<file path="config.mk">
export PLATFORM = sky130hd
export DESIGN_NAME = sts_cell
export DESIGN_NICKNAME = d
export VERILOG_FILES = /design/src/sine_taylor_series_macros.svh /design/src/sts_pkg.sv /design/src/sts_cell.sv
export SDC_FILE = /design/constraint.sdc
export NUM_CORES = 2
export LEC_CHECK = 0
export BUFFER_PORTS_ARGS = -buffer_cell sky130_fd_sc_hd__buf_2
export CAP_MARGIN = 20
export CORE_MARGIN = 3
export CORE_UTILIZATION = 40
export CTS_CLUSTER_DIAMETER = 30
export CTS_CLUSTER_SIZE = 10
export DETAILED_ROUTE_END_ITERATION = 16
export SLEW_MARGIN = 20
export SYNTH_ARGS = -nofsm -noshare
export SYNTH_HDL_FRONTEND = slang
export SYNTH_SLANG_ARGS = --single-unit
</file>
<file path="constraint.sdc">
create_clock -name clk -period 8.7 [get_ports clk]
set_input_delay 1.74 -clock clk [delete_from_list [all_inputs] [get_ports clk]]
set_output_delay 1.74 -clock clk [all_outputs]
set_load 0.05 [all_outputs]
</file>
<file path="src/sine_taylor_series_macros.svh">
// assertion macros for the sine taylor series block
`ifndef SINE_TAYLOR_SERIES_MACROS_SVH
`define SINE_TAYLOR_SERIES_MACROS_SVH

`ifndef NO_ASSERTIONS

// same-cycle implication, checked out of reset
`define STS_ASSERT_IMP(lbl, ante, cons) \
  lbl: assert property (@(posedge clk) disable iff (!rst_n) (ante) |-> (cons)) \
    else $error("sine taylor series check failed");

// next-cycle implication, checked out of reset
`define STS_ASSERT_NXT(lbl, ante, cons) \
  lbl: assert property (@(posedge clk) disable iff (!rst_n) (ante) |=> (cons)) \
    else $error("sine taylor series check failed");

`else

`define STS_ASSERT_IMP(lbl, ante, cons)
`define STS_ASSERT_NXT(lbl, ante, cons)

`endif

`endif

</file>
<file path="src/sts_pkg.sv">
// shared widths, constants, types and reciprocal table of the sine series
package sts_pkg;

  localparam int MAX_TERMS_DEF = 8;
  localparam int FRAC_BITS_DEF = 16;

  localparam int Q_FRAC = 30;
  localparam int A_W    = 33;
  localparam int X_W    = 31;
  localparam int X2_W   = 32;
  localparam int P_W    = 32;
  localparam int TERM_W = 31;
  localparam int RCP_W  = 28;
  localparam int SUM_W  = 33;
  localparam int MAG_W  = 31;
  localparam int LAST_W = 3;

  localparam logic [LAST_W-1:0] HIGHEST_TERM_RST = 3'd7;

  localparam logic [A_W-1:0] Q30_HALF_PI       = 33'd1686629713;
  localparam logic [A_W-1:0] Q30_PI            = 33'd3373259426;
  localparam logic [A_W-1:0] Q30_THREE_HALF_PI = 33'd5059889139;
  localparam logic [A_W-1:0] Q30_TWO_PI        = 33'd6746518852;
  localparam logic [MAG_W-1:0] Q30_ONE         = 31'd1073741824;

  typedef struct packed {
    logic valid;
    logic neg;
  } sts_ctl_t;

  // 1/((2i)(2i+1)) in q.30, rounded to nearest
  function automatic logic [RCP_W-1:0] sts_recip(input int idx);
    logic [RCP_W-1:0] r;
    unique case (idx)
      1:       r = 28'd178956971;
      2:       r = 28'd53687091;
      3:       r = 28'd25565282;
      4:       r = 28'd14913081;
      5:       r = 28'd9761289;
      6:       r = 28'd6882960;
      7:       r = 28'd5113056;
      8:       r = 28'd3947580;
      9:       r = 28'd3139596;
      10:      r = 28'd2556528;
      11:      r = 28'd2122019;
      default: r = '0;
    endcase
    return r;
  endfunction

endpackage

</file>
<file path="src/sts_cell.sv">
// one series cell: folds in the previous term and forms the next one
module sts_cell #(
  parameter int IDX = 1
) (
  input  logic                       clk,
  input  logic                       rst_n,
  input  logic [sts_pkg::LAST_W-1:0] last_term,
  input  sts_pkg::sts_ctl_t          up_ctl,
  input  logic [sts_pkg::X2_W-1:0]   up_x2,
  input  logic [sts_pkg::TERM_W-1:0] up_term,
  input  logic signed [sts_pkg::SUM_W-1:0] up_sum,
  output logic                       up_ready,
  output sts_pkg::sts_ctl_t          dn_ctl,
  output logic [sts_pkg::X2_W-1:0]   dn_x2,
  output logic [sts_pkg::TERM_W-1:0] dn_term,
  output logic signed [sts_pkg::SUM_W-1:0] dn_sum,
  input  logic                       dn_ready
);
  import sts_pkg::*;

  localparam logic [RCP_W-1:0] RCP = sts_recip(IDX);
  localparam bit PREV_SUB = ((IDX - 1) % 2) == 1;

  logic                    en1, en2;
  sts_ctl_t                ctl1_r, ctl2_r;
  logic [X2_W-1:0]         x2_1_r, x2_2_r;
  logic [P_W-1:0]          p_r;
  logic [TERM_W-1:0]       term_r;
  logic signed [SUM_W-1:0] sum1_r, sum2_r, sum1_nxt, delta;
  logic                    incl;
  logic [2*P_W-3:0]        prod1;
  logic [P_W+RCP_W-1:0]    prod2;

  assign en2      = !ctl2_r.valid || dn_ready;
  assign en1      = !ctl1_r.valid || en2;
  assign up_ready = en1;

  // previous term is summed only if it is within the configured count
  assign incl     = (IDX - 1) <= int'(last_term);
  assign delta    = $signed({2'b00, up_term});
  assign sum1_nxt = !incl ? up_sum : (PREV_SUB ? (up_sum - delta) : (up_sum + delta));

  assign prod1 = (2*P_W-2)'(up_term) * (2*P_W-2)'(up_x2);
  assign prod2 = (P_W+RCP_W)'(p_r) * (P_W+RCP_W)'(RCP);

  always_ff @(posedge clk) begin
    if (!rst_n) begin
      ctl1_r <= '0;
      ctl2_r <= '0;
    end else begin
      if (en1) ctl1_r <= up_ctl;
      if (en2) ctl2_r <= ctl1_r;
    end
  end

  always_ff @(posedge clk) begin
    if (en1) begin
      x2_1_r     <= up_x2;
      p_r        <= prod1[Q_FRAC+P_W-1:Q_FRAC];
      sum1_r     <= sum1_nxt;
    end
    if (en2) begin
      x2_2_r     <= x2_1_r;
      term_r     <= TERM_W'(prod2[P_W+RCP_W-1:Q_FRAC]);
      sum2_r     <= sum1_r;
    end
  end

  assign dn_ctl  = ctl2_r;
  assign dn_x2   = x2_2_r;
  assign dn_term = term_r;
  assign dn_sum  = sum2_r;

endmodule

</file>
* After elaboration in Yosys (flattened, before gate mapping)
Cells that the tools add are included. W data, S select, Z words.
Word-level totals: flip-flop bits (word level) 196, bits in latches 0, RAM bits 0, ROM bits 0, bits of input ports 104, output and inout bits 99, logic and storage cells 17, memories 0
Cells by class: add/subtract/negate cells 1, multipliers 2, divide/modulo/power cells 0, magnitude comparators 0, eq/ne operators 0, shift operators 0, multiplexer cells 0, bitwise gates (word level) 0, reduce and logical (&&, ||, !) cells 4
Operator list (number):
- $mul A31 B32 Y62 | 1
- $mul A32 B28 Y60 const B | 1
- $add A33 B32 Y33 | 1
- $logic_not A1 Y1 | 2
- $logic_or A1 B1 Y1 | 2

* Longest topological paths before layout
word-level depth 3, gate-level depth with buffers 29, depth with buffers taken out 28

* Worst setup path after synthesis
No wires, ideal clock.
kind in2reg, start point input up_term[4] in the netlist's numbering, end point register p_r[25] (data pin), library setup time 262 ps, arrival time 8315 ps, required time 8438 ps, setup slack 123 ps, stages on the path 26, buffers on the path 1, cells stage by stage clkbuf_1 -> and2_1 -> fa_1 -> fa_1 -> fa_1 -> inv_1 -> fa_1 -> inv_1 -> fa_1 -> inv_1 -> fa_1 -> inv_1 -> fa_1 -> inv_1 -> fa_1 -> inv_1 -> ha_1 -> a21o_2 -> o21ai_0 -> a21oi_1 -> o41ai_2 -> o21ai_1 -> a211o_1 -> a221oi_2 -> o21bai_1 -> xor2_1
Between the ends: longest elaborated chain between the ends 1
Ends and longest elaborated chain:
- start: declaration | RTL line sts_cell.sv:10 | input logic [sts_pkg::TERM_W-1:0] up_term,
- $mul A31 B32 Y62 | RTL line sts_cell.sv:43 | assign prod1 = (2*P_W-2)'(up_term) * (2*P_W-2)'(up_x2);
- via prod1[55] | RTL line sts_cell.sv:31 | logic [2*P_W-3:0] prod1;
- end signal: assignment | RTL line sts_cell.sv:59 | p_r <= prod1[Q_FRAC+P_W-1:Q_FRAC];
- end: declaration | RTL line sts_cell.sv:27 | logic [P_W-1:0] p_r;
The timed path passes the listed nets, and every way through them passes these cells. A chain may end at the register's enable or synchronous reset.

* Final worst setup path
start point input up_term[4] in the netlist's numbering, end point register p_r[18] (data pin)
The elaborated chain is that of the path after synthesis.

==> flow_metrics.py <==
metrics = {
    "route": {
        "vias": 35400,
        "first_iter_violations": 2098,
        "drtPass1Iterations": 5,
        "vias_per_cell": 4.87,
        "drtAntennaViolNets": 0,
        "wirelength_um": 138000,
        "route.detailed.drc": 0,
        "avgRoutedWirePerCell_um": 18.9,
    },
    "worst_setup_path": {
        "reg2reg_depth": 22,
        "cp-start-kind": "primary input",
        "slowest_stage": "or4b_4",
        "worst-setup-path-type": "in2reg",
        "cp_common_cell": "fa_1",
        "slowest_delay_ns": 0.58,
        "end_kind": "flip-flop",
        "cp.arrival_ns": 8.94,
        "cp.required_ns": 8.96,
        "crit_path_max_fanout": 10,
    },
    "global_route": {
        "grt_pass1_wl_um": 219000,
        "antenna_found_initial": 11,
        "grt_use_total": 0.210,
        "grt_pass1_vias": 38700,
        "gr-total-overflow": 0,
        "grt_start_max_net_pins": 65,
    },
    "die": {
        "rows": 131,
        "num_io_pins": 203,
        "design.core.area_mm2": 0.128,
        "die_area_mm2": 0.134,
        "die_h_um": 367,
        "die_x_um": 367,
        "initial_core_util": 0.405,
    },
    "timing": {
        "hold_viol": 0,
        "fmax_mhz": 115,
        "fin_crit_sh": 0.998,
        "drv_slew": 0,
        "final.setup.worst_slack_ns": 0.0213,
        "slew_headroom": 0.336,
        "holdWs_ns": 0.417,
        "worst_slew_pin_slew_ns": 0.997,
        "finalSetupViolCount": 0,
        "rsz0062_at_grt": "true",
        "finalCriticalPeriod_ns": 8.68,
        "fin_skew_ns": 0.0214,
    },
    "clock_network": {
        "cts.htree.levels": 4,
        "clock_sinks": 196,
        "tritoncts": "yes",
        "clock_latency_ns": 0.52,
        "clk_pin_slew_worst_paths_ns": 0.10,
        "cts_made_buffers": 17,
        "cts.hold.buffers_added": 0,
        "cts_root_buf": "clkbuf_16",
        "cts_buffer_depth": 2,
    },
    "synth": {
        "synthDistinctLibCells": 79,
        "synth_top_area_cell": "fa_1",
        "synth.area.top_cells": "fa_1 46%, ha_1 14%, edfxtp_1 11%, inv_1 9.7%, and2_1 6.3%",
        "synth_seq_cells": 196,
        "syn_nets": 7029,
        "async_reset_ff_frac": 0,
        "synth-edff-count": 192,
        "syn_area_mm2": 0.0520,
        "syn_area_per_cell_um2": 10.1,
        "ys_top_cells_by_count": "1346 x inv_1, 1200 x fa_1, 570 x ha_1",
        "synth_top_cell_area_share": 0.462,
        "synth-seq-area-share": 0.112,
        "yosysWarnings": 0,
        "ys.flop_type": "edfxtp_1",
        "synth_most_common_cell": "inv_1",
        "synth_cells": 5155,
    },
    "hold_path": {
        "whs_path_depth": 0,
        "hp-class": "reg2reg",
    },
    "place": {
        "gp_congestion": 0.952,
        "dp_slack_ns": -0.852,
        "port_buffers": 198,
        "dp_cells": 7223,
        "hpwl_um": 124000,
    },
    "cells_and_area": {
        "layout-drive-gt1-share": 0.116,
        "nets": 7389,
        "area_delta_synth_final_pct": 12.2,
        "postLayoutCoreUtil": 0.455,
        "final_cell_count_no_fill": 7265,
        "n_fill_cell": 12100,
    },
    "flow_run": {
        "maxCapViolCount": 0,
    },
    "run_status": {
        "status": "finished, final reports clean",
    },
}
final cells by class:
cell class,count,area [µm²],share of cell area
repair buffers,538,3940,0.0676
well taps,1729,2160,0.0371
diodes,8,20.0,0.000343
multi-input cells,3416,40700,0.697
inverters,1346,5050,0.0866
flip-flops and latches,196,5850,0.100
clock buffers,17,425,0.00729
clock inverters,15,234,0.00401
final timing paths:
| check | from | to | slack [ns] |
|---|---|---|---|
| worst max-delay path | up_term[4] | p_r[18] | 0.02 |
| worst max register to register | p_r[4] | dn_term[28] | 0.93 |
| worst min register to register | sum1_r[0] | dn_sum[0] | 0.42 |
| worst min-delay path | sum1_r[0] | dn_sum[0] | 0.42 |
stage by stage:
stage	TNS, ns	cell area (µm²)
floorplan	0	52000
global placement	-16.19	57300
global route	-0.598	58300
CTS	0	58000
detailed placement	-18.02	57300
finish	0	58400
logic make-up (layout without fill, tap and decap cells):
kind of cell	count (synthesis)	in the layout	share of synthesized area
adder cells (fa/ha/maj)	1770	1770	0.599
multiplexers	4	4	0.000769
buffers and inverters	1543	1916	0.111
flip-flops	196	196	0.112
AO/OA/AOI/OAI	316	316	0.0405
other	1	9	0.0000721
XOR/XNOR	96	96	0.0162
AND/OR/NAND/NOR	1229	1229	0.120
placed cells by master, fill, tap and decap left out, types with 5 or more instances in the layout:
| cell type | instances |
|---|---|
| fa_2 | 17 |
| clkbuf_16 | 17 |
| a21o_1 | 50 |
| a21oi_2 | 5 |
| nor3_1 | 10 |
| buf_6 | 14 |
| and3_1 | 11 |
| a21oi_1 | 98 |
| nand2_1 | 532 |
| edfxtp_1 | 192 |
| inv_1 | 1341 |
| xor2_1 | 34 |
| o21ai_0 | 40 |
| nor2b_1 | 12 |
| o21a_1 | 11 |
| a211oi_1 | 7 |
| nand3_1 | 24 |
| o21bai_1 | 17 |
| nand4_1 | 20 |
| a31oi_1 | 9 |
| diode_2 | 8 |
| xnor2_1 | 61 |
| a21boi_0 | 6 |
| and2_1 | 525 |
| o211ai_1 | 8 |
| ha_1 | 560 |
| inv_12 | 6 |
| nor2_1 | 51 |
| buf_4 | 310 |
| clkbuf_4 | 11 |
| ha_4 | 10 |
| o21ai_1 | 6 |
| nand2b_1 | 9 |
| buf_2 | 179 |
| fa_1 | 1183 |
| buf_12 | 24 |
repair_timing:
| action | 4_1_cts | 5_1_grt |
|---|---|---|
| setup endpoints to repair | 17 | 19 |
| setup buffers | 1 | 2 |
| gates resized for setup | 7 | 86 |
| pin swaps | 1 | 36 |
per-layer routing:
layer,track usage,vias up,wire (µm),share of wire
met1,0.296,18400,62600,0.45
met2,0.344,812,64400,0.47
met4,0.0417,4,2340,0.017
li1,-,16100,-,-
met3,0.0361,117,8350,0.061
met5,0,-,23,0.00017
state kept, by name, summed over array words and instances (netlist names):
signal,cells
p_r,32
dn_sum,33
dn_ctl,2
ctl1_r,2
sum1_r,33
x2_1_r,32
dn_term,30
dn_x2,32
critical path, delay by kind of cell:
kind | cells | cell delay (ns)
xor gates and xnor gates | 1 | 0.12
adders and majority gates | 9 | 4.28
AOI/OAI and AO/OA | 6 | 0.95
and+or+nand+nor | 4 | 1.12
buffers and inverters | 6 | 0.70
Power is left out: the tool's default activity adds up to more than one toggle a clock period on the data nets, which glitch-free logic cannot reach.
