[src/sine_taylor_series_macros.svh]
// assertion macros for the sine taylor series block
`ifndef SINE_TAYLOR_SERIES_MACROS_SVH
`define SINE_TAYLOR_SERIES_MACROS_SVH

`ifndef NO_ASSERTIONS

// same-cycle implication, checked out of reset
`define STS_ASSERT_IMP(lbl, ante, cons) \
  lbl: assert property (@(posedge clk) disable iff (!rst_n) (ante) |-> (cons)) \
    else $error("sine taylor series check failed");

// next-cycle implication, checked out of reset
`define STS_ASSERT_NXT(lbl, ante, cons) \
  lbl: assert property (@(posedge clk) disable iff (!rst_n) (ante) |=> (cons)) \
    else $error("sine taylor series check failed");

`else

`define STS_ASSERT_IMP(lbl, ante, cons)
`define STS_ASSERT_NXT(lbl, ante, cons)

`endif

`endif

[src/sts_pkg.sv]
// shared widths, constants, types and reciprocal table of the sine series
package sts_pkg;

  localparam int MAX_TERMS_DEF = 8;
  localparam int FRAC_BITS_DEF = 16;

  localparam int Q_FRAC = 30;
  localparam int A_W    = 33;
  localparam int X_W    = 31;
  localparam int X2_W   = 32;
  localparam int P_W    = 32;
  localparam int TERM_W = 31;
  localparam int RCP_W  = 28;
  localparam int SUM_W  = 33;
  localparam int MAG_W  = 31;
  localparam int LAST_W = 3;

  localparam logic [LAST_W-1:0] HIGHEST_TERM_RST = 3'd7;

  localparam logic [A_W-1:0] Q30_HALF_PI       = 33'd1686629713;
  localparam logic [A_W-1:0] Q30_PI            = 33'd3373259426;
  localparam logic [A_W-1:0] Q30_THREE_HALF_PI = 33'd5059889139;
  localparam logic [A_W-1:0] Q30_TWO_PI        = 33'd6746518852;
  localparam logic [MAG_W-1:0] Q30_ONE         = 31'd1073741824;

  typedef struct packed {
    logic valid;
    logic neg;
  } sts_ctl_t;

  // 1/((2i)(2i+1)) in q.30, rounded to nearest
  function automatic logic [RCP_W-1:0] sts_recip(input int idx);
    logic [RCP_W-1:0] r;
    unique case (idx)
      1:       r = 28'd178956971;
      2:       r = 28'd53687091;
      3:       r = 28'd25565282;
      4:       r = 28'd14913081;
      5:       r = 28'd9761289;
      6:       r = 28'd6882960;
      7:       r = 28'd5113056;
      8:       r = 28'd3947580;
      9:       r = 28'd3139596;
      10:      r = 28'd2556528;
      11:      r = 28'd2122019;
      default: r = '0;
    endcase
    return r;
  endfunction

endpackage

[src/sts_front.sv]
// angle wrap, quadrant fold and squaring stages ahead of the series cells
module sts_front #(
  parameter int FRAC_BITS = sts_pkg::FRAC_BITS_DEF
) (
  input  logic                     clk,
  input  logic                     rst_n,
  input  logic                     in_valid,
  output logic                     in_stall,
  input  logic [FRAC_BITS+2:0]     in_angle_rad,
  output sts_pkg::sts_ctl_t        dn_ctl,
  output logic [sts_pkg::X2_W-1:0] dn_x2,
  output logic [sts_pkg::TERM_W-1:0] dn_term,
  input  logic                     dn_ready
);
  import sts_pkg::*;

  localparam int SH = Q_FRAC - FRAC_BITS;

  logic           w_valid_r, f_valid_r, s_valid_r;
  logic           w_en, f_en, s_en;
  logic [A_W-1:0] a_in;
  logic [A_W-1:0] wa_r, wa_nxt;
  logic [X_W-1:0] fx_r, fx_nxt;
  logic           fneg_r, fneg_nxt;
  logic [X_W-1:0] sx_r;
  logic           sneg_r;
  logic [X2_W-1:0] x2_r;
  logic [2*X_W-1:0] sq;

  // stage enables ripple back from the cells
  assign s_en     = !s_valid_r || dn_ready;
  assign f_en     = !f_valid_r || s_en;
  assign w_en     = !w_valid_r || f_en;
  assign in_stall = !w_en;

  // wrap once below two pi
  assign a_in   = A_W'(in_angle_rad) << SH;
  assign wa_nxt = (a_in >= Q30_TWO_PI) ? (a_in - Q30_TWO_PI) : a_in;

  // fold into the first quadrant
  always_comb begin
    priority if (wa_r < Q30_HALF_PI) begin
      fx_nxt   = X_W'(wa_r);
      fneg_nxt = 1'b0;
    end else if (wa_r < Q30_PI) begin
      fx_nxt   = X_W'(Q30_PI - wa_r);
      fneg_nxt = 1'b0;
    end else if (wa_r < Q30_THREE_HALF_PI) begin
      fx_nxt   = X_W'(wa_r - Q30_PI);
      fneg_nxt = 1'b1;
    end else begin
      fx_nxt   = X_W'(Q30_TWO_PI - wa_r);
      fneg_nxt = 1'b1;
    end
  end

  assign sq = (2*X_W)'(fx_r) * (2*X_W)'(fx_r);

  always_ff @(posedge clk) begin
    if (!rst_n) begin
      w_valid_r <= 1'b0;
      f_valid_r <= 1'b0;
      s_valid_r <= 1'b0;
    end else begin
      if (w_en) w_valid_r <= in_valid;
      if (f_en) f_valid_r <= w_valid_r;
      if (s_en) s_valid_r <= f_valid_r;
    end
  end

  always_ff @(posedge clk) begin
    if (w_en) wa_r <= wa_nxt;
    if (f_en) begin
      fx_r   <= fx_nxt;
      fneg_r <= fneg_nxt;
    end
    if (s_en) begin
      sx_r   <= fx_r;
      sneg_r <= fneg_r;
      x2_r   <= sq[2*Q_FRAC+1:Q_FRAC];
    end
  end

  assign dn_ctl  = '{valid: s_valid_r, neg: sneg_r};
  assign dn_x2   = x2_r;
  assign dn_term = sx_r;

endmodule

[config.mk]
export PLATFORM = sky130hd
export DESIGN_NAME = sts_front
export DESIGN_NICKNAME = d
export VERILOG_FILES = /design/src/sine_taylor_series_macros.svh /design/src/sts_pkg.sv /design/src/sts_front.sv
export SDC_FILE = /design/constraint.sdc
export NUM_CORES = 2
export LEC_CHECK = 0
export BUFFER_PORTS_ARGS = -buffer_cell sky130_fd_sc_hd__buf_2
export CAP_MARGIN = 30
export CORE_MARGIN = 8
export CORE_UTILIZATION = 51
export DETAILED_ROUTE_END_ITERATION = 16
export PLACE_DENSITY = 0.79
export SYNTH_ARGS = -nofsm -noshare
export SYNTH_HDL_FRONTEND = slang
export SYNTH_SLANG_ARGS = --single-unit
[constraint.sdc]
create_clock -name clk -period 6.8 [get_ports clk]
set_input_delay 0.68 -clock clk [delete_from_list [all_inputs] [get_ports clk]]
set_output_delay 0.68 -clock clk [all_outputs]
set_load 0.03 [all_outputs]
== Yosys cells after proc, flatten, opt, wreduce, memory -nomap -nowiden ==
Cells that the tools add are included.
Operators by class
  $add $sub $neg: 4
  $mul: 1
  order comparisons: 4
  muxes and demuxes: 5
  reductions and logical operators: 7
Operator list (count)
  31-bit 2-to-1 mux: 3
  31-bit by 31-bit multiplier with 62-bit output: 1
  33-bit >= comparator (second input constant): 1
  33-bit by 31-bit less-than comparator with 1-bit output (second input constant): 1
  33-bit by 32-bit less-than comparator with 1-bit output (second input constant): 1
  33-bit less-than comparator (second input constant): 1
  33-bit 2-to-1 mux: 1
  33-bit subtractor (second input constant): 1
  29-bit by 31-bit subtractor with 31-bit output (first input constant): 1
  31-bit subtractor (first input constant): 1
  31-bit subtractor (second input constant): 1
  1-bit logical NOT: 4
  1-bit logical OR: 3
  1-bit 2-to-1 mux: 1
Storage, ports and cells
  flip-flop bits (word level): 132
  output and inout port bits: 66
  word-level logic and storage cells: 31

== Logic depth before layout (Yosys ltp) ==
  depth in word-level cells: 5
  gate-level depth with buffers: 30
  gate-level depth less buffers: 28

== Worst setup path after synthesis ==
OpenSTA, ideal clock, no wires.
  kind: register to register
  from: register fx_r[10]
  to: register x2_r[13], in the netlist dn_x2[13], data pin
  library setup time: 0.266 ns
  data arrival time: 7.286 ns
  required time: 6.534 ns
  setup slack: -0.752 ns
  cell stages (with the launch flop): 28
  path buffers: 1
  period minus slack after synthesis: 7.552 ns
  path through: edfxtp_1 -> clkbuf_1 -> inv_1 -> nor2_1 -> inv_1 -> fa_1 -> inv_1 -> fa_1 -> inv_1 -> fa_1 -> fa_1 -> inv_1 -> fa_1 -> fa_1 -> fa_1 -> inv_1 -> fa_1 -> inv_1 -> ha_1 -> nand2_1 -> nor4_2 -> nand3_1 -> o221ai_1 -> nor3_1 -> nor4_1 -> o21ai_1 -> nor2b_1 -> xnor2_1
On the way
  word-level cells in the longest chain between the ends: 1
RTL lines
  from (decl): RTL line sts_front.sv:23  | logic [X_W-1:0] fx_r, fx_nxt;
  from (signal assigned): RTL line sts_front.sv:74  | fx_r <= fx_nxt;
  31-bit by 31-bit multiplier with 62-bit output: RTL line sts_front.sv:57  | assign sq = (2*X_W)'(fx_r) * (2*X_W)'(fx_r);
  named net sq[43]: RTL line sts_front.sv:28  | logic [2*X_W-1:0] sq;
  to (signal assigned): RTL line sts_front.sv:80  | x2_r <= sq[2*Q_FRAC+1:Q_FRAC];
  to (decl): RTL line sts_front.sv:27  | logic [X2_W-1:0] x2_r;
The timed path passes the listed nets, and every way through them passes these cells.
A chain may end at the register's enable or synchronous reset.

== Worst setup path in the final report ==
  from: register fx_r[11]
  to: register x2_r[26], in the netlist dn_x2[26], data pin
Same word-level chain as after synthesis.

==> summary.md <==
| Metric | Value |
|---|---|
| Hold path start | `in_valid` |
| Total nets after synthesis | `4105` |
| Netlist cell types | `79` |
| Cell type contributing the most total cell area after synthesis | `sky130_fd_sc_hd__fa_1` |
| Hold-fix buffer count after cts | `0` |
| Critical path type | `flop to flop` |
| Antenna viol nets, final | `0` |
| Number of non-filler instances in the completed layout | `around 4400` |
| Max Clock Skew | `22.6 ps` |
| Detailed placement HPWL | `roughly 68000 um` |
| CTS Buf Count | `9` |
| Y dimension of the die | `259 um` |
| Post-route core utilization | `a little over three fifths` |
| Input/output buffers | `87` |
| Highest Clock Rate | `129 MHz` |
| Cell area after synthesis | `slightly above 0.03 mm2` |
| Average wire per standard cell | `19.7 um` |
| Synth top area cells | `sky130_fd_sc_hd__fa_1, sky130_fd_sc_hd__ha_1, sky130_fd_sc_hd__inv_1` |
| Total via count after detailed routing | `23500` |
| Most common cell in the synthesized netlist | `sky130_fd_sc_hd__inv_1` |
| Largest net degree at the start of global routing | `35` |
| Via count of the first global-routing pass | `26400` |
| CTS Buffer Depth | `2` |
| Crit path required time | `6960 ps` |
| Fill count | `4150` |
| Post-detailed-route via-to-cell ratio | `around 5.3` |
| Global-route wire length before repair | `134000 um` |
| Simple-gate portion of the synthesized area | `9.18%` |
| Total Wirelength | `86800 um` |
| Count of routing violations after the opening detailed-route iteration | `1664` |
| Worst setup slack after layout | `-962 ps` |
| Violations in the final reports | `negative setup slack` |
| Critical Path AT | `a little under 8000 ps` |
| Register clock-pin slew on the reported worst setup and hold paths | `100 ps` |
| CTS tree | `built` |
| Number of flops mapped to enable cells by yosys | `about 100` |
| Number of max-cap violations | `0` |
| Top flip-flop cell by instance count after synthesis | `sky130_fd_sc_hd__edfxtp_1` |
| Largest family of logic cells by synthesized area | `adder cells` |
| Synth Instances | `between 3000 and 4000` |
| Multiplexer share of the synthesized area | `0.207%` |
| Root cell of the clock tree | `sky130_fd_sc_hd__clkbuf_16` |
| Origin of the critical flop-to-flop path | `fx_r[11]$_DFFE_PP_` |
| Area enclosed by the die boundary | `between 0.06 and 0.07 mm2` |
| First-pass iteration count of the detailed router | `6` |
| Start point of the critical path | `fx_r[11]$_DFFE_PP_` |
| Count of clock tree sinks | `between 100 and 150` |
| Register-to-Register Path Depth | `29` |
| Sequential fraction of the synthesis area | `10.5%` |
| CP most frequent cell | `sky130_fd_sc_hd__fa_1` |
| Avg Inst Size Synth | `slightly below 10 um2` |
| Post-synth top cells | `sky130_fd_sc_hd__inv_1, sky130_fd_sc_hd__fa_1, sky130_fd_sc_hd__ha_1, sky130_fd_sc_hd__nand2_1, sky130_fd_sc_hd__and2_1` |
| Initial cell density of the core | `about half` |
| Global routing usage summed across all routing layers | `between 20% and 30%` |
| Clock latency on the worst-skew pair | `390 ps` |
| Flip-flop and latch count after synthesis | `about 110` |
| Number of placed I/O pins | `89` |
| Gr ovfl total | `0` |
| RSZ-0062 raised after global routing | `yes` |
| Setup-failing EPs final | `32` |
| Worst hold-check path type | `input pin to flop` |
| Async set or reset register ratio after synthesis | `0%` |
| Area share of xor/xnor cells in the synthesized design | `approximately 2.3%` |
| Startpoint Class | `flop` |
| Number of antenna violations at the first check in global routing | `0` |
| Actual transition at the worst max-transition pin | `996 ps` |
| Yosys warning total | `0` |
| Final hold violations | `0` |
| Die width | `259 um` |
| Maximum level of the CTS H-tree | `3` |
| GPL Wtd Cong | `0.952` |
| Outcome | `finished with violations` |
| # DRC | `0` |
| Final Critical Period | `7760 ps` |
| Number of nets at the end of the flow | `4637` |
| Compound-Gate Fraction of Synth Area | `~5.5%` |
| Period Utilization, post-route | `114%` |
| Maximum single-stage delay on the critical path | `530 ps` |
| Critical path endpoint category | `flop` |
| Number of cells traversed by the worst hold path | `2` |
| Number of rows in the core area | `just under 90` |
| Worst hold slack after final layout | `519 ps` |
| Post-placement cell count | `4326` |
| Final count of pins violating max slew | `0` |
| Area of the core | `around 0.06 mm2` |
| Relative area change from synthesis to final layout | `23.1%` |
| Max-slew headroom at the worst pin | `~34%` |
| Layout cells sized above 1 | `between 20% and 30%` |
| Post-synth top area share | `between 40% and 50%` |
| Post-synthesis adder-cell area fraction | `about three fifths` |
| Critical path fanouts, max | `7` |
| Slowest stage cell, crit path | `sky130_fd_sc_hd__fa_1` |
==> flip-flops by register name, summed over array words and instances, names as in the netlist <==
register   count
dn_term       26
dn_x2         32
f_valid_r      1
fx_r          26
s_valid_r      1
w_valid_r      1
wa_r          20
==> worst paths after layout <==
check                           slack, ps                endpoint
worst min register to register        540  f_valid_r$_SDFFE_PN0P_
worst max register to register       -960     dn_x2[26]$_DFFE_PP_
worst max-delay path                 -960     dn_x2[26]$_DFFE_PP_
worst min-delay path                  520  w_valid_r$_SDFFE_PN0N_
==> worst max-delay path, delay by kind of cell (launching register included) <==
| kind | cells | cell delay [ps] |
|---|---|---|
| compound gates | 5 | 970 |
| xor+xnor | 1 | 140 |
| simple gates | 4 | 680 |
| flops | 1 | 360 |
| fa+ha+maj | 9 | 4180 |
| buf+inv | 10 | 1170 |
==> layout by cell type (no fill, tap or decap), types with 8 or more instances in the layout <==
cell type                   netlist  routed
sky130_fd_sc_hd__edfxtp_1       104     104
sky130_fd_sc_hd__nand3_1         19      17
sky130_fd_sc_hd__o21ai_2          4      10
sky130_fd_sc_hd__nand2_1        223     197
sky130_fd_sc_hd__nor2b_1         10       9
sky130_fd_sc_hd__nand4_1         15      15
sky130_fd_sc_hd__and2_4           0      11
sky130_fd_sc_hd__buf_12           0      17
sky130_fd_sc_hd__a21oi_4          0       9
sky130_fd_sc_hd__buf_6            3      35
sky130_fd_sc_hd__xor2_1          26      21
sky130_fd_sc_hd__inv_2            1      51
sky130_fd_sc_hd__a21o_1          35      35
sky130_fd_sc_hd__o21ai_0         33      23
sky130_fd_sc_hd__buf_4           10     473
sky130_fd_sc_hd__inv_1          986     931
sky130_fd_sc_hd__ha_1           303     275
sky130_fd_sc_hd__nor3_1          17      12
sky130_fd_sc_hd__clkbuf_16        0       9
sky130_fd_sc_hd__o21bai_1        11      10
sky130_fd_sc_hd__o21ai_1         16      18
sky130_fd_sc_hd__nand2_2          2      12
sky130_fd_sc_hd__nor2_1          83      71
sky130_fd_sc_hd__ha_4             0      27
sky130_fd_sc_hd__a21oi_1         72      45
sky130_fd_sc_hd__and2_1         153     142
sky130_fd_sc_hd__fa_2             0      31
sky130_fd_sc_hd__buf_2           10      87
sky130_fd_sc_hd__fa_1           692     661
sky130_fd_sc_hd__a21oi_2          2      20
sky130_fd_sc_hd__nor2_4           0       8
sky130_fd_sc_hd__xnor2_1         54      50
sky130_fd_sc_hd__nand2_4          0      11
==> routing by layer <==
metal  track usage (%)  vias to the layer above  part of all wire, %
met5                 0                        -                    0
met4              12.6                        0                  6.1
met3              5.23                      411                  8.6
met2              43.7                     1139                   49
met1              29.8                    11800                   36
li1                  -                    10100                    -
==> cell families after synthesis <==
family | after synthesis
flops | 107
simple gates | 566
compound gates | 248
mux | 6
other cells | 1
fa+ha+maj | 995
xor+xnor | 80
buf+inv | 1084
==> per-stage QoR <==
stage	instance area [um2]	setup slack, ps	setup TNS (ps)
6_report	37100	-962	-22400
5_1_grt	37100	-1150	-28170
4_1_cts	36700	-645	-15190
3_5_place_dp	35100	-1140	-26050
3_3_place_gp	35100	-996	-22270
2_1_floorplan	30400	-426	-7190
==> timing repair <==
action	CTS	global route
cloned	3	0
gates resized for setup	236	73
pin swaps	77	62
endpoints found under the setup margin	32	32
buffers inserted	38	23
endpoints found under the hold margin	0	0
==> layout make-up <==
type                    instances  area, um2  share of cell area [%]
inverters                     989       3750                    10.1
flip-flops and latches        107       3180                    8.57
diodes                          1       2.50                 0.00674
repair buffers                616       4810                    13.0
well taps                     773        967                    2.60
multi-input cells            1896      24100                    64.9
clock buffers                   9        225                   0.606
clock inverters                 7       96.3                   0.259
Power is left out: the tool's default activity adds up to more than one toggle a clock period on the data nets, which glitch-free logic cannot reach.
