## src/sine_taylor_series_macros.svh

```systemverilog
// assertion macros for the sine taylor series block
`ifndef SINE_TAYLOR_SERIES_MACROS_SVH
`define SINE_TAYLOR_SERIES_MACROS_SVH

`ifndef NO_ASSERTIONS

// same-cycle implication, checked out of reset
`define STS_ASSERT_IMP(lbl, ante, cons) \
  lbl: assert property (@(posedge clk) disable iff (!rst_n) (ante) |-> (cons)) \
    else $error("sine taylor series check failed");

// next-cycle implication, checked out of reset
`define STS_ASSERT_NXT(lbl, ante, cons) \
  lbl: assert property (@(posedge clk) disable iff (!rst_n) (ante) |=> (cons)) \
    else $error("sine taylor series check failed");

`else

`define STS_ASSERT_IMP(lbl, ante, cons)
`define STS_ASSERT_NXT(lbl, ante, cons)

`endif

`endif

```

## src/sts_pkg.sv

```systemverilog
// shared widths, constants, types and reciprocal table of the sine series
package sts_pkg;

  localparam int MAX_TERMS_DEF = 8;
  localparam int FRAC_BITS_DEF = 16;

  localparam int Q_FRAC = 30;
  localparam int A_W    = 33;
  localparam int X_W    = 31;
  localparam int X2_W   = 32;
  localparam int P_W    = 32;
  localparam int TERM_W = 31;
  localparam int RCP_W  = 28;
  localparam int SUM_W  = 33;
  localparam int MAG_W  = 31;
  localparam int LAST_W = 3;

  localparam logic [LAST_W-1:0] HIGHEST_TERM_RST = 3'd7;

  localparam logic [A_W-1:0] Q30_HALF_PI       = 33'd1686629713;
  localparam logic [A_W-1:0] Q30_PI            = 33'd3373259426;
  localparam logic [A_W-1:0] Q30_THREE_HALF_PI = 33'd5059889139;
  localparam logic [A_W-1:0] Q30_TWO_PI        = 33'd6746518852;
  localparam logic [MAG_W-1:0] Q30_ONE         = 31'd1073741824;

  typedef struct packed {
    logic valid;
    logic neg;
  } sts_ctl_t;

  // 1/((2i)(2i+1)) in q.30, rounded to nearest
  function automatic logic [RCP_W-1:0] sts_recip(input int idx);
    logic [RCP_W-1:0] r;
    unique case (idx)
      1:       r = 28'd178956971;
      2:       r = 28'd53687091;
      3:       r = 28'd25565282;
      4:       r = 28'd14913081;
      5:       r = 28'd9761289;
      6:       r = 28'd6882960;
      7:       r = 28'd5113056;
      8:       r = 28'd3947580;
      9:       r = 28'd3139596;
      10:      r = 28'd2556528;
      11:      r = 28'd2122019;
      default: r = '0;
    endcase
    return r;
  endfunction

endpackage

```

## src/sts_tail.sv

```systemverilog
// last term, clamp, rounding and signed output register
module sts_tail #(
  parameter int TERM_IDX  = sts_pkg::MAX_TERMS_DEF - 1,
  parameter int FRAC_BITS = sts_pkg::FRAC_BITS_DEF
) (
  input  logic                       clk,
  input  logic                       rst_n,
  input  logic [sts_pkg::LAST_W-1:0] last_term,
  input  sts_pkg::sts_ctl_t          up_ctl,
  input  logic [sts_pkg::TERM_W-1:0] up_term,
  input  logic signed [sts_pkg::SUM_W-1:0] up_sum,
  output logic                       up_ready,
  output logic                       out_valid,
  input  logic                       out_stall,
  output logic signed [FRAC_BITS+1:0] out_sine_value
);
  import sts_pkg::*;

  localparam int SH    = Q_FRAC - FRAC_BITS;
  localparam int RM_W  = FRAC_BITS + 1;
  localparam int OUT_W = FRAC_BITS + 2;
  localparam logic [MAG_W:0] RND_HALF = ((MAG_W+1)'(1) << SH) >> 1;
  localparam logic [RM_W-1:0] RM_ONE  = RM_W'(1) << FRAC_BITS;
  localparam bit LAST_SUB = (TERM_IDX % 2) == 1;

  logic                    en_c, en_r, en_o;
  sts_ctl_t                ctl_c_r, ctl_r_r;
  logic                    out_valid_r;
  logic [MAG_W-1:0]        mag_r, mag_nxt;
  logic [RM_W-1:0]         rmag_r, rmag_nxt;
  logic [MAG_W:0]          rnd_sum;
  logic signed [OUT_W-1:0] sine_r, sine_nxt;
  logic signed [SUM_W-1:0] sum_f, delta;
  logic                    incl;

  assign en_o     = !out_valid_r || !out_stall;
  assign en_r     = !ctl_r_r.valid || en_o;
  assign en_c     = !ctl_c_r.valid || en_r;
  assign up_ready = en_c;

  assign incl  = TERM_IDX <= int'(last_term);
  assign delta = $signed({2'b00, up_term});
  assign sum_f = !incl ? up_sum : (LAST_SUB ? (up_sum - delta) : (up_sum + delta));

  // clamp to [0, one]
  always_comb begin
    priority if (sum_f < 0) begin
      mag_nxt = '0;
    end else if (sum_f > $signed({2'b00, Q30_ONE})) begin
      mag_nxt = Q30_ONE;
    end else begin
      mag_nxt = MAG_W'(sum_f);
    end
  end

  // round half up to the output precision
  assign rnd_sum  = {1'b0, mag_r} + RND_HALF;
  assign rmag_nxt = (rnd_sum[SH +: RM_W] > RM_ONE) ? RM_ONE : rnd_sum[SH +: RM_W];

  assign sine_nxt = ctl_r_r.neg ? ($signed(OUT_W'(0)) - $signed({1'b0, rmag_r}))
                                : $signed({1'b0, rmag_r});

  always_ff @(posedge clk) begin
    if (!rst_n) begin
      ctl_c_r     <= '0;
      ctl_r_r     <= '0;
      out_valid_r <= 1'b0;
    end else begin
      if (en_c) ctl_c_r     <= up_ctl;
      if (en_r) ctl_r_r     <= ctl_c_r;
      if (en_o) out_valid_r <= ctl_r_r.valid;
    end
  end

  always_ff @(posedge clk) begin
    if (en_c) mag_r  <= mag_nxt;
    if (en_r) rmag_r <= rmag_nxt;
    if (en_o) sine_r <= sine_nxt;
  end

  assign out_valid      = out_valid_r;
  assign out_sine_value = sine_r;

endmodule

```

## config.mk

```make
export PLATFORM = sky130hd
export DESIGN_NAME = sts_tail
export DESIGN_NICKNAME = d
export VERILOG_FILES = /design/src/sine_taylor_series_macros.svh /design/src/sts_pkg.sv /design/src/sts_tail.sv
export SDC_FILE = /design/constraint.sdc
export NUM_CORES = 1
export LEC_CHECK = 0
export BUFFER_PORTS_ARGS = -buffer_cell sky130_fd_sc_hd__buf_2
export CORE_AREA = 2 2 95 97
export CTS_BUF_LIST = sky130_fd_sc_hd__clkbuf_8
export DETAILED_ROUTE_END_ITERATION = 8
export DIE_AREA = 0 0 97 99
export PLACE_DENSITY_LB_ADDON = 0.08
export SYNTH_ARGS = -nofsm -noshare
export SYNTH_HDL_FRONTEND = slang
export SYNTH_SLANG_ARGS = --single-unit
```

## constraint.sdc

```tcl
create_clock -name clk -period 5 [get_ports clk]
set_input_delay 0.75 -clock clk [delete_from_list [all_inputs] [get_ports clk]]
set_output_delay 0.75 -clock clk [all_outputs]
set_load 0.05 [all_outputs]
```

### Word level (Yosys, flattened, before mapping)

Cells that the tools add are included.

* flip-flop bits (word level): 71
* input bits: 72

* add/subtract/negate cells: 3
* order comparisons: 4
* mux-type cells: 3
* reduce and logical (&&, ||, !) cells: 8

Operator list (number)
* greater-than comparator 33 x 32 -> 1 bit (second input constant): 1
* < comparator 33 x 1 -> 1 bit (second input constant): 1
* two-way mux 33 bit: 1
* subtractor 33 x 32 -> 33 bit: 1
* adder 31 x 14 -> 31 bit (second input constant): 1
* two-way mux 31 bit: 1
* subtractor 1 x 17 -> 18 bit (first input constant): 1
* greater-than comparator 17 bit (second input constant): 1
* two-way mux 17 bit: 1
* logical NOT 1 bit: 4
* <= comparator 3 bit (first input constant): 1
* logical OR 1 bit: 3
* OR reduction 2 bit: 1

### Logic depth before layout (Yosys ltp)

Gate-level depths: netlist of the first run.

* depth in word-level cells: 4
* gate-level depth with buffers: 13
* gate-level depth less buffers: 12

### Worst setup path before layout of the first run

Ideal clock, no wire load.

* path kind: input port to flip-flop
* start: input port up_sum[0] (netlist bit)
* end: register mag_r[15], data pin
* library setup time: 0.158 ns
* arrival time: 3.205 ns
* required time: 4.842 ns
* setup slack: 1.636 ns
* stages on the path: 13
* buffers on the path: 1
* cell sequence: inv_1 -> ha_1 -> fa_1 -> nor2b_4 -> o31a_1 -> o21a_1 -> o21ai_1 -> a31o_2 -> o2111a_1 -> a221oi_2 -> nand3_1 -> buf_2 -> a211oi_2

* word-level cells in the longest chain between the ends: 4
* elaborated cells on any way between the ends: 5
* classes of those cells: add/sub (1); order compare (2); mux (1); reduce/logical (1)

RTL lines
* from (decl): line sts_tail.sv:11 `input logic signed [sts_pkg::SUM_W-1:0] up_sum,`
* subtractor 33 x 32 -> 33 bit: line sts_tail.sv:43 `assign sum_f = !incl ? up_sum : (LAST_SUB ? (up_sum - delta) : (up_sum + delta));`
* two-way mux 33 bit *: line sts_tail.sv:43
* < comparator 33 x 1 -> 1 bit or greater-than comparator 33 x 32 -> 1 bit (tied branches): line sts_tail.sv:47, sts_tail.sv:49
* OR reduction 2 bit (no line)
* to (signal assigned): line sts_tail.sv:76 `if (en_c) mag_r <= mag_nxt;`
* to (decl): line sts_tail.sv:29 `logic [MAG_W-1:0] mag_r, mag_nxt;`

Mark *: on every way between the ends. The rest lies on a longest branch, timed or not.
A chain may end at the register's enable or synchronous reset.

### Final worst setup path of the first run

* start: input port up_sum[0] (netlist bit)
* end: register mag_r[21], data pin

The elaborated chain is that of the path after synthesis.

==> results of run 1 <==
flip-flops by register name (all words and copies together), names as in the netlist:
signal          count
mag_r              18
out_sine_value     18
rmag_r             17
ctl_c_r             2
ctl_r_r             2
out_valid           1
worst paths after layout:
kind / end / slack (ns) / cells past startpoint
max reg2reg: rmag_r[1] / 2.32 / 8
max: mag_r[21] / 1.21 / 13
min reg2reg: out_sine_value[0] / 0.48 / 0
min: out_sine_value[0] / 0.48 / 0
cell usage in the layout (no fill, tap or decap), types with 6 or more instances in the layout:
cell / count
o211ai_1: 9
nor3_1: 17
xnor2_1: 32
a21boi_0: 6
edfxtp_1: 53
o21a_1: 9
nand3_1: 18
xor2_1: 17
nor2b_1: 7
nor4_1: 6
clkbuf_8: 9
nor2_1: 54
nand4_1: 11
buf_2: 91
o21ai_0: 33
nand2_1: 68
a21oi_1: 42
ha_1: 33
o21ai_1: 7
inv_1: 40
and3_1: 10
or3_1: 13
layout make-up:
cell class | instances | area [µm²] | share of cell area (%)
repair buffers | 94 | 478.0 | 8.068
clock inverters | 7 | 85.08 | 1.436
inverters | 39 | 146.4 | 2.471
multi-input cells | 488 | 3264 | 55.10
flip-flops and latches | 58 | 1692 | 28.55
clock buffers | 9 | 123.9 | 2.091
well taps | 108 | 135.1 | 2.281
metal layers:
layer / part of all wire, % / global-route usage, % / vias up
met3: 3.7 / 3.333 / 41
met4: 3.3 / 14.19 / 0
li1: - / - / 2402
met2: 55 / 56.89 / 189
met1: 38 / 27.82 / 2318
met5: 0 / 0 / -
per-stage QoR:
step	power, mW	utilization (%)	hold slack [ns]
after floorplan	0.9522	-	0.4411
after global placement	1.075	66.84	0.4564
after detailed placement	1.085	66.84	0.4719
after CTS	1.534	69.29	0.4861
after global routing	1.605	69.29	0.5186
final	1.535	69.29	0.4790
power groups by stage:
stage	Sequential, mW	Clock (mW)	Combinational [mW]
after floorplan	0.650	0	0.302
after global routing	0.589	0.480	0.537
after CTS	0.585	0.457	0.492
final	0.586	0.451	0.498
after global placement	0.593	0	0.482
after detailed placement	0.595	0	0.489
logic make-up after synthesis:
logic type               synth area share, %
AND/OR/NAND/NOR                        21.42
AO/OA/AOI/OAI                          22.71
buffers and inverters                  5.012
flip-flops                             32.42
XOR/XNOR                               8.537
adder cells (fa/ha/maj)                8.297
multiplexers                           1.607
==> out/metrics.yaml, run 1 <==
sta:
  finalCriticalPeriod_ns: 3.786
  fin_ws_ns: 1.214
  timing.fmax_mhz: 264.2
  worst_slew_pin_slew_ns: 0.7346
  finalMaxSlewViolations: 0
  clock_skew_ns: 0.006727
  rsz0062_at_grt: "false"
  fin_crit_sh_pct: 75.71
  setup_viol: 0
  hold_viol_final: 0
  setup_tns_ns: 0
  slew_headroom_pct: 50.91
clock_tree:
  numCtsBuffers: 9
  clk_latency_ns: 0.33
  htree_levels: 3
  clock_path_buffers: 2
  tritoncts: "built"
  cts.sink_count: 58
  root_buffer: "clkbuf_8"
  path_clk_slew_ns: 0.06
  ctsResizeCount: 0
  cts_hold_buf: 0
  postCtsSetupBuffers: 0
die:
  die_h_um: 99
  die_w_um: 97
  die_area_um2: 9603
  fp-row-count: 34
  initial_core_util_pct: 61.02
  ios: 92
  design.core.area_um2: 8551
logic_synthesis:
  synth.area.top_cells: "edfxtp_1 31%, ha_1 7.9%, xnor2_1 5.4%, nand2_1 4.9%, a21oi_1 4.0%"
  synth-main-ff-cell: "edfxtp_1"
  ys_seq_elements: 58
  yosys_warnings: 0
  synth_nets: 711
  yosysTopAreaCellShare_pct: 30.50
  syn-mean-instance-area_um2: 8.624
  synth_common_cells: "68 x nand2_1, 54 x nor2_1, 53 x edfxtp_1"
  synth_edf_count: 53
  synthDistinctLibCells: 76
  async_reset_ff_share_pct: 0
  synth_most_common_cell: "nand2_1"
  yosysSeqAreaShare_pct: 32.42
  syn_inst: 605
  mappedNetlistArea_um2: 5218
  yosysTopAreaCell: "edfxtp_1"
detailed_routing:
  vias: 4950
  drt_first_iter_violations: 254
  remaining_drc_errors: 0
  wire_per_inst_um: 17.20
  wl_mm: 13.81
  drt_first_pass_iters: 7
  via_per_inst: 6.164
  postRouteAntennaNets: 0
cells_and_area:
  nFillCells: 665
  fin_cells: 803
  final_nets: 796
  insertedDiodeCount: 0
  final_layout_size_suffix_gt1_share_pct: 19.86
  fin_area_um2: 5924
  syn2layout_area_growth_pct: 13.55
pwr:
  power_frac_seq_pct: 38.2
  swShare_pct: 33.61
  p_switching_mw: 0.5158
  leakagePower_nw: 2.636
  peakVddDrop_mv: 0.1321
  p_clk_share_pct: 29.4
  power_frac_comb_pct: 32.4
  p_int_mw: 1.019
  p_per_area_nw_per_um2: 259.0
setup_path:
  path_max_fanout: 12
  cp.arrival_ns: 3.94
  rr_startpoint: "mag_r[15]"
  cp.required_ns: 5.15
  path_delay_family: "compound AO/OA/AOI/OAI gates"
  start_kind: "input pin"
  path_cells: "buf_2 > inv_1 > ha_1 > fa_1 > nor2b_4 > o31a_1 > o21a_1 > o21ai_1 > a31o_2 > o2111a_1 > a221oi_2 > nand3_1 > a211oi_2"
  cp-end-kind: "register"
  worst-path-buf-inv: 2
  slowest_delay_ns: 0.44
  cp_slowest_cell: "fa_1"
  cp-startpoint: "up_sum[0]"
  criticalPathCategory: "in2reg"
hold_path:
  min_path_type: "reg2reg"
  holdCritStartpoint: "rmag_r[0]"
global_routing:
  grt_pass1_vias: 4944
  grt_overflow: 0
  grt_max_degree: 33
  antenna_found_initial: 0
  grt_pass1_wl_mm: 21.87
  grtUsageTotal_pct: 28.11
placement:
  hpwlAfterDp_mm: 11.12
  gp_congestion: 0.9817
  dp_slack_ns: 0.9697
  dp.cells: 787
  dpl_cell_area_um2: 5715
  port_buffers: 91
run:
  maxCapViolCount: 0
run_status:
  outcome: "completed"
Power figures use the tool's default switching activity.
==> run 2: changes to the inputs <==
CORE_AREA = 2 2 98 100   (was 2 2 95 97)
DIE_AREA = 0 0 100 102   (was 0 0 97 99)
clock period = 3.7 ns   (was 5 ns; I/O delays follow)
==> run 2 against run 1 <==
Net effect: via count decreased by 4.2%; routed wire length shrank 14%; register-to-register slack worse by 1.2 ns; global-route usage decreased by 4.3 points; cell count is 0.75% higher; worst hold slack worse by 0.0085 ns; combinational power increased by 32%; final area rose by 0.72%; die area grew 6.2%; critical path type unchanged; critical endpoint is now mag_r[13]; largest cell class unchanged.
==> out/metrics.yaml, run 2 (synthesis results as in run 1) <==
run_status:
  outcome: "completed"
detailed_routing:
  vias: 4741  # -4.2%
  met3_length_um: 571  # +12%
  postRouteAntennaNets: 0  # unchanged
  remaining_drc_errors: 0  # unchanged
  drt_first_iter_violations: 239  # -5.9%
  met1_length_mm: 5.127  # -2.3%
  drt_first_pass_iters: 5  # -2
  wire_per_inst_um: 14.66  # -15%
  wl_mm: 11.86  # -14%
  wl_met2_mm: 5.900  # -22%
  via_per_inst: 5.860  # -4.9%
  top_layer: "met4"
die:
  fp-row-count: 35  # +2.9%
  initial_core_util_pct: 57.28  # -3.7 points
  die_w_um: 100  # +3.1%
  ios: 92  # unchanged
  die_area_um2: 10200  # +6.2%
  design.core.area_um2: 9109  # +6.5%
  die_h_um: 102  # +3.0%
setup_path:
  cp.arrival_ns: 3.49  # -0.45 ns
  reg2regPathDepth: 8  # unchanged
  cp.required_ns: 3.86  # -1.29 ns
  cp_slowest_cell: "fa_1"
  r2r_setup_slack_ns: 1.11  # -1.21 ns
  path_delay_family: "compound AO/OA/AOI/OAI gates"
  path_cells: "buf_2 > inv_1 > ha_1 > fa_1 > nor2b_4 > o31a_1 > o21ai_1 > and3_1 > a311oi_1 > nand4_1 > a2111oi_2 > a41oi_1 > nor4b_2"
  criticalPathCategory: "in2reg"
  slowest_delay_ns: 0.44  # about the same
  path_max_fanout: 6  # -6
  worst-path-buf-inv: 2  # unchanged
  cp-end-kind: "register"
  start_kind: "input pin"
  crit_cells: 13  # unchanged
placement:
  port_buffers: 91  # unchanged
  gp_congestion: 0.9097  # -7.3%
  hpwlAfterDp_mm: 9.700  # -13%
  dp_slack_ns: 0.05040  # -0.9193 ns
pwr:
  p_per_area_nw_per_um2: 348.7  # +35%
  p_total_mw: 2.081  # +36%
  peakVddDrop_mv: 0.2224  # +68%
  leakagePower_nw: 2.648  # +0.44%
sta:
  hold_viol_final: 0  # unchanged
  hold-worst-slack_ns: 0.4705  # -0.008487 ns
  setup_viol: 0  # unchanged
  finalMaxSlewViolations: 0  # unchanged
  clock_skew_ns: 0.01264  # +0.005911 ns
  slew_headroom_pct: 55.96  # +5.1 points
  rsz0062_at_grt: "false"
  finalCriticalPeriod_ns: 3.330
  worst_slew_pin_slew_ns: 0.6590  # -0.07559 ns
  fin_crit_sh_pct: 90.01
  fin_ws_ns: 0.3698  # -0.8446 ns
  timing.fmax_mhz: 300.3
  setup_tns_ns: 0  # unchanged
cells_and_area:
  final_nets: 799  # +0.38%
  insertedDiodeCount: 0  # unchanged
  layout.area.seq_um2: 1692  # unchanged
  multiInputGateArea_um2: 3264  # unchanged
  final_layout_size_suffix_gt1_share_pct: 20.49  # +0.63 points
  most-common-layout-cells: "91 x buf_2, 68 x nand2_1, 54 x nor2_1"
  syn2layout_area_growth_pct: 14.36
  nFillCells: 799  # +20%
  final_common_cell: "buf_2"
global_routing:
  grt_max_degree: 31  # -6.1%
  grt_pass1_wl_mm: 19.58  # -10%
  antenna_found_initial: 0  # unchanged
  grtUsageTotal_pct: 23.77  # -4.3 points
  grt_pass1_vias: 4344  # -12%
  grt_overflow: 0  # unchanged
clock_tree:
  root_buffer: "clkbuf_8"
  cts_hold_buf: 0  # unchanged
  clk_latency_ns: 0.33  # about the same
  path_clk_slew_ns: 0.07  # about the same
  numCtsBuffers: 9  # unchanged
  clock_path_buffers: 2  # unchanged
  postCtsSetupBuffers: 0  # unchanged
  tritoncts: "built"
  htree_levels: 3  # unchanged
  cts.sink_count: 58  # unchanged
  ctsResizeCount: 0  # unchanged
hold_path:
  min_path_type: "in2reg"
  worstHoldPathCells: 3  # +3
run:
  maxCapViolCount: 0  # unchanged
run 2: worst paths after layout:
kind / from / endpoint
max: up_sum[0] / mag_r[13]
min reg2reg: rmag_r[0] / out_sine_value[0]
max reg2reg: mag_r[15] / rmag_r[2]
min: up_ctl[1] / ctl_c_r[1]
run 2: worst register-to-register path, stage by stage, from the launching register on:
cell and delay [ns]:
edfxtp_1 0.43, and3_1 0.22, nor2b_1 0.19, and3_1 0.28
and2_1 0.25, nand3_1 0.14, xnor2_2 0.35, o31a_1 0.37
nor2_1 0.09
run 2: per-stage QoR:
step | cells | area, µm² | utilization (%)
finish | 809 | 5967 | 65.51
global route | 809 | 5967 | 65.51
CTS | 809 | 5967 | 65.51
detailed placement | 793 | 5742 | 63.04
global placement | 793 | 5742 | 63.04
floorplan | 605 | 5218 | -
run 2: final cells by class:
| cell class | count | share of cell area [%] |
|---|---|---|
| multi-input cells | 488 | 54.71 |
| flip-flops and latches | 58 | 28.35 |
| repair buffers | 97 | 8.388 |
| inverters | 39 | 2.453 |
| well taps | 111 | 2.328 |
| clock buffers | 9 | 2.076 |
| clock inverters | 7 | 1.698 |
run 2: power breakdown:
group          switching [mW]  internal (mW)  leakage, nW  total [mW]
Combinational           0.412          0.245         1.86       0.657
Clock                   0.252          0.383        0.106       0.635
Sequential             0.0271          0.762        0.679       0.789
run 2: per-layer routing:
metal | global-route usage [%] | vias up
li1 | - | 2415
met1 | 29.66 | 2173
met2 | 41.94 | 134
met3 | 3.557 | 19
met4 | 8.957 | 0
met5 | 0 | -
==> run 3: changes to the inputs <==
HOLD_SLACK_MARGIN = 0.15   (was not set)
PLACE_DENSITY = 0.83   (was not set)
PLACE_DENSITY_LB_ADDON = not set   (was 0.08)
==> run 3 against run 2 <==
Net effect: critical path depth is 1 higher; global-route usage increased by 1.2 points; total power is 2.7% higher; clock-buffer cell count unchanged; clock skew decreased by 0.0024 ns; worst setup slack better by 0.024 ns; worst hold slack better by 0.0049 ns; largest cell class unchanged; highest routed layer unchanged.
==> out/metrics.yaml, run 3 (synthesis results as in run 1) <==
run_status:
  outcome: "completed"
clock_tree:
  clk_latency_ns: 0.33  # about the same
  numCtsBuffers: 9  # unchanged
  htree_levels: 3  # unchanged
  cts_hold_buf: 0  # unchanged
  ctsResizeCount: 0  # unchanged
  clock_path_buffers: 2  # unchanged
  path_clk_slew_ns: 0.06  # about the same
  root_buffer: "clkbuf_8"
  cts.sink_count: 58  # unchanged
  postCtsSetupBuffers: 0  # unchanged
  tritoncts: "built"
detailed_routing:
  via_per_inst: 6.049  # +3.2%
  drt_first_pass_iters: 6  # +1
  remaining_drc_errors: 0  # unchanged
  vias: 4906  # +3.5%
  wl_mm: 12.48  # +5.2%
  wire_per_inst_um: 15.38  # +5.0%
  postRouteAntennaNets: 0  # unchanged
  drt_first_iter_violations: 305  # +28%
global_routing:
  grtUsageTotal_pct: 24.95  # +1.2 points
  grt_pass1_vias: 4578  # +5.4%
  grt_overflow: 0  # unchanged
  antenna_found_initial: 0  # unchanged
  grt_pass1_wl_mm: 20.51  # +4.8%
  grt_max_degree: 26  # -16%
placement:
  gp_congestion: 0.9267  # +1.9%
  hpwlAfterDp_mm: 10.14  # +4.5%
  dp.cells: 795  # +0.25%
  port_buffers: 91  # unchanged
  dpl_cell_area_um2: 5757  # +0.26%
  dp_slack_ns: 0.08002  # +0.02962 ns
sta:
  fin_crit_sh_pct: 89.35  # -0.66 points
  worst_slew_pin_slew_ns: 0.6519  # -0.007182 ns
  slew_headroom_pct: 56.44  # +0.48 points
  finalCriticalPeriod_ns: 3.306  # -0.02447 ns
  hold_viol_final: 0  # unchanged
  hold-worst-slack_ns: 0.4754  # +0.004915 ns
  finalMaxSlewViolations: 0  # unchanged
  timing.fmax_mhz: 302.5  # +0.74%
  rsz0062_at_grt: "false"
  fin_ws_ns: 0.3942  # +0.02447 ns
  clock_skew_ns: 0.01019  # -0.002446 ns
  setup_tns_ns: 0  # unchanged
  setup_viol: 0  # unchanged
setup_path:
  cp-startpoint: "up_sum[0]"
  path_max_fanout: 9  # +3
  r2r_setup_slack_ns: 1.06  # -0.05 ns
  slowest_delay_ns: 0.44  # about the same
  cp.arrival_ns: 3.47  # -0.02 ns
  reg2regPathDepth: 8  # unchanged
  rr_startpoint: "mag_r[15]"
  path_cells: "buf_2 > inv_1 > ha_1 > fa_1 > nor2b_4 > o31a_1 > o21a_1 > o21ai_1 > a31o_2 > o2111a_1 > a221oi_2 > nand3_1 > buf_4 > a211oi_2"
  cp-end-kind: "register"
  r2r_end: "rmag_r[1]"
  cp_slowest_cell: "fa_1"
  cp.required_ns: 3.87  # about the same
  start_kind: "input pin"
  criticalPathCategory: "in2reg"
cells_and_area:
  most-common-layout-cells: "91 x buf_2, 68 x nand2_1, 54 x nor2_1"
  final_nets: 801  # +0.25%
  syn2layout_area_growth_pct: 14.82
  final_common_cell: "buf_2"
  nFillCells: 797  # -0.25%
  fin_cells: 811  # +0.25%
  fin_area_um2: 5991  # +0.40%
  insertedDiodeCount: 0  # unchanged
  final_layout_size_suffix_gt1_share_pct: 20.43  # -0.059 points
  multiInputGateArea_um2: 3264  # unchanged
  layout.area.seq_um2: 1692  # unchanged
run:
  maxCapViolCount: 0  # unchanged
hold_path:
  worstHoldPathCells: 3  # unchanged
  holdCritStartpoint: "up_ctl[0]"
  min_delay_worst_endpoint: "ctl_c_r[0]"
  min_path_type: "in2reg"
pwr:
  leakagePower_nw: 2.673  # +0.94%
  p_per_area_nw_per_um2: 356.8  # +2.3%
  peakVddDrop_mv: 0.1774  # -20%
die:
  die_w_um: 100  # unchanged
  die_h_um: 102  # unchanged
  ios: 92  # unchanged
  initial_core_util_pct: 57.28  # unchanged
  design.core.area_um2: 9109  # unchanged
  die_area_um2: 10200  # unchanged
  fp-row-count: 35  # unchanged
## run 3: changes by cell type in the layout (fill, tap and decap cells not counted)
cell	delta
clkinv_2	+1
bufinv_16	+1
inv_1	+2
buf_4	+2
clkinv_4	-2
inv_6	-1
clkinvlp_4	-1
## run 3: worst max-delay path by stage
stage / endpoint / slack (ns) / depth (start not counted)
2_1_floorplan: mag_r[15] / 0.53 / 13
3_3_place_gp: mag_r[15] / 0.20 / 14
3_5_place_dp: mag_r[20] / 0.08 / 14
4_1_cts: mag_r[20] / 0.43 / 14
5_1_grt: mag_r[13] / 0.20 / 13
6_report: mag_r[15] / 0.39 / 14
## run 3: worst max-delay path, delay by kind of cell
kind                       cells  cell delay, ns
AOI/OAI and AO/OA              7            1.58
adders and majority gates      2            0.64
buffers and inverters          3            0.35
and+or+nand+nor                2            0.34
## run 3: through the flow
step | util (%) | total power, mW
detailed placement | 63.20 | 1.456
finish | 65.77 | 2.138
global route | 65.77 | 2.239
global placement | 63.20 | 1.439
floorplan | - | 1.287
CTS | 65.77 | 2.136
## run 3: layout make-up
cell class              count  share of cell area (%)
clock buffers               9                   2.068
repair buffers             99                   8.605
multi-input cells         488                   54.49
well taps                 111                   2.318
clock inverters             7                   1.838
flip-flops and latches     58                   28.24
inverters                  39                   2.444
## run 3: report_power, final
part | total, mW | switching (mW) | leakage [nW] | internal (mW)
Clock | 0.684 | 0.243 | 0.122 | 0.441
Sequential | 0.791 | 0.0288 | 0.679 | 0.762
Combinational | 0.662 | 0.416 | 1.87 | 0.246
Total | 2.14 | 0.688 | 2.67 | 1.45
## run 3: metal layers
layer  wire (µm)  track usage [%]
met5           0                0
met4         258            9.273
met3         652            3.352
met2        6419            46.41
met1        5145            29.42
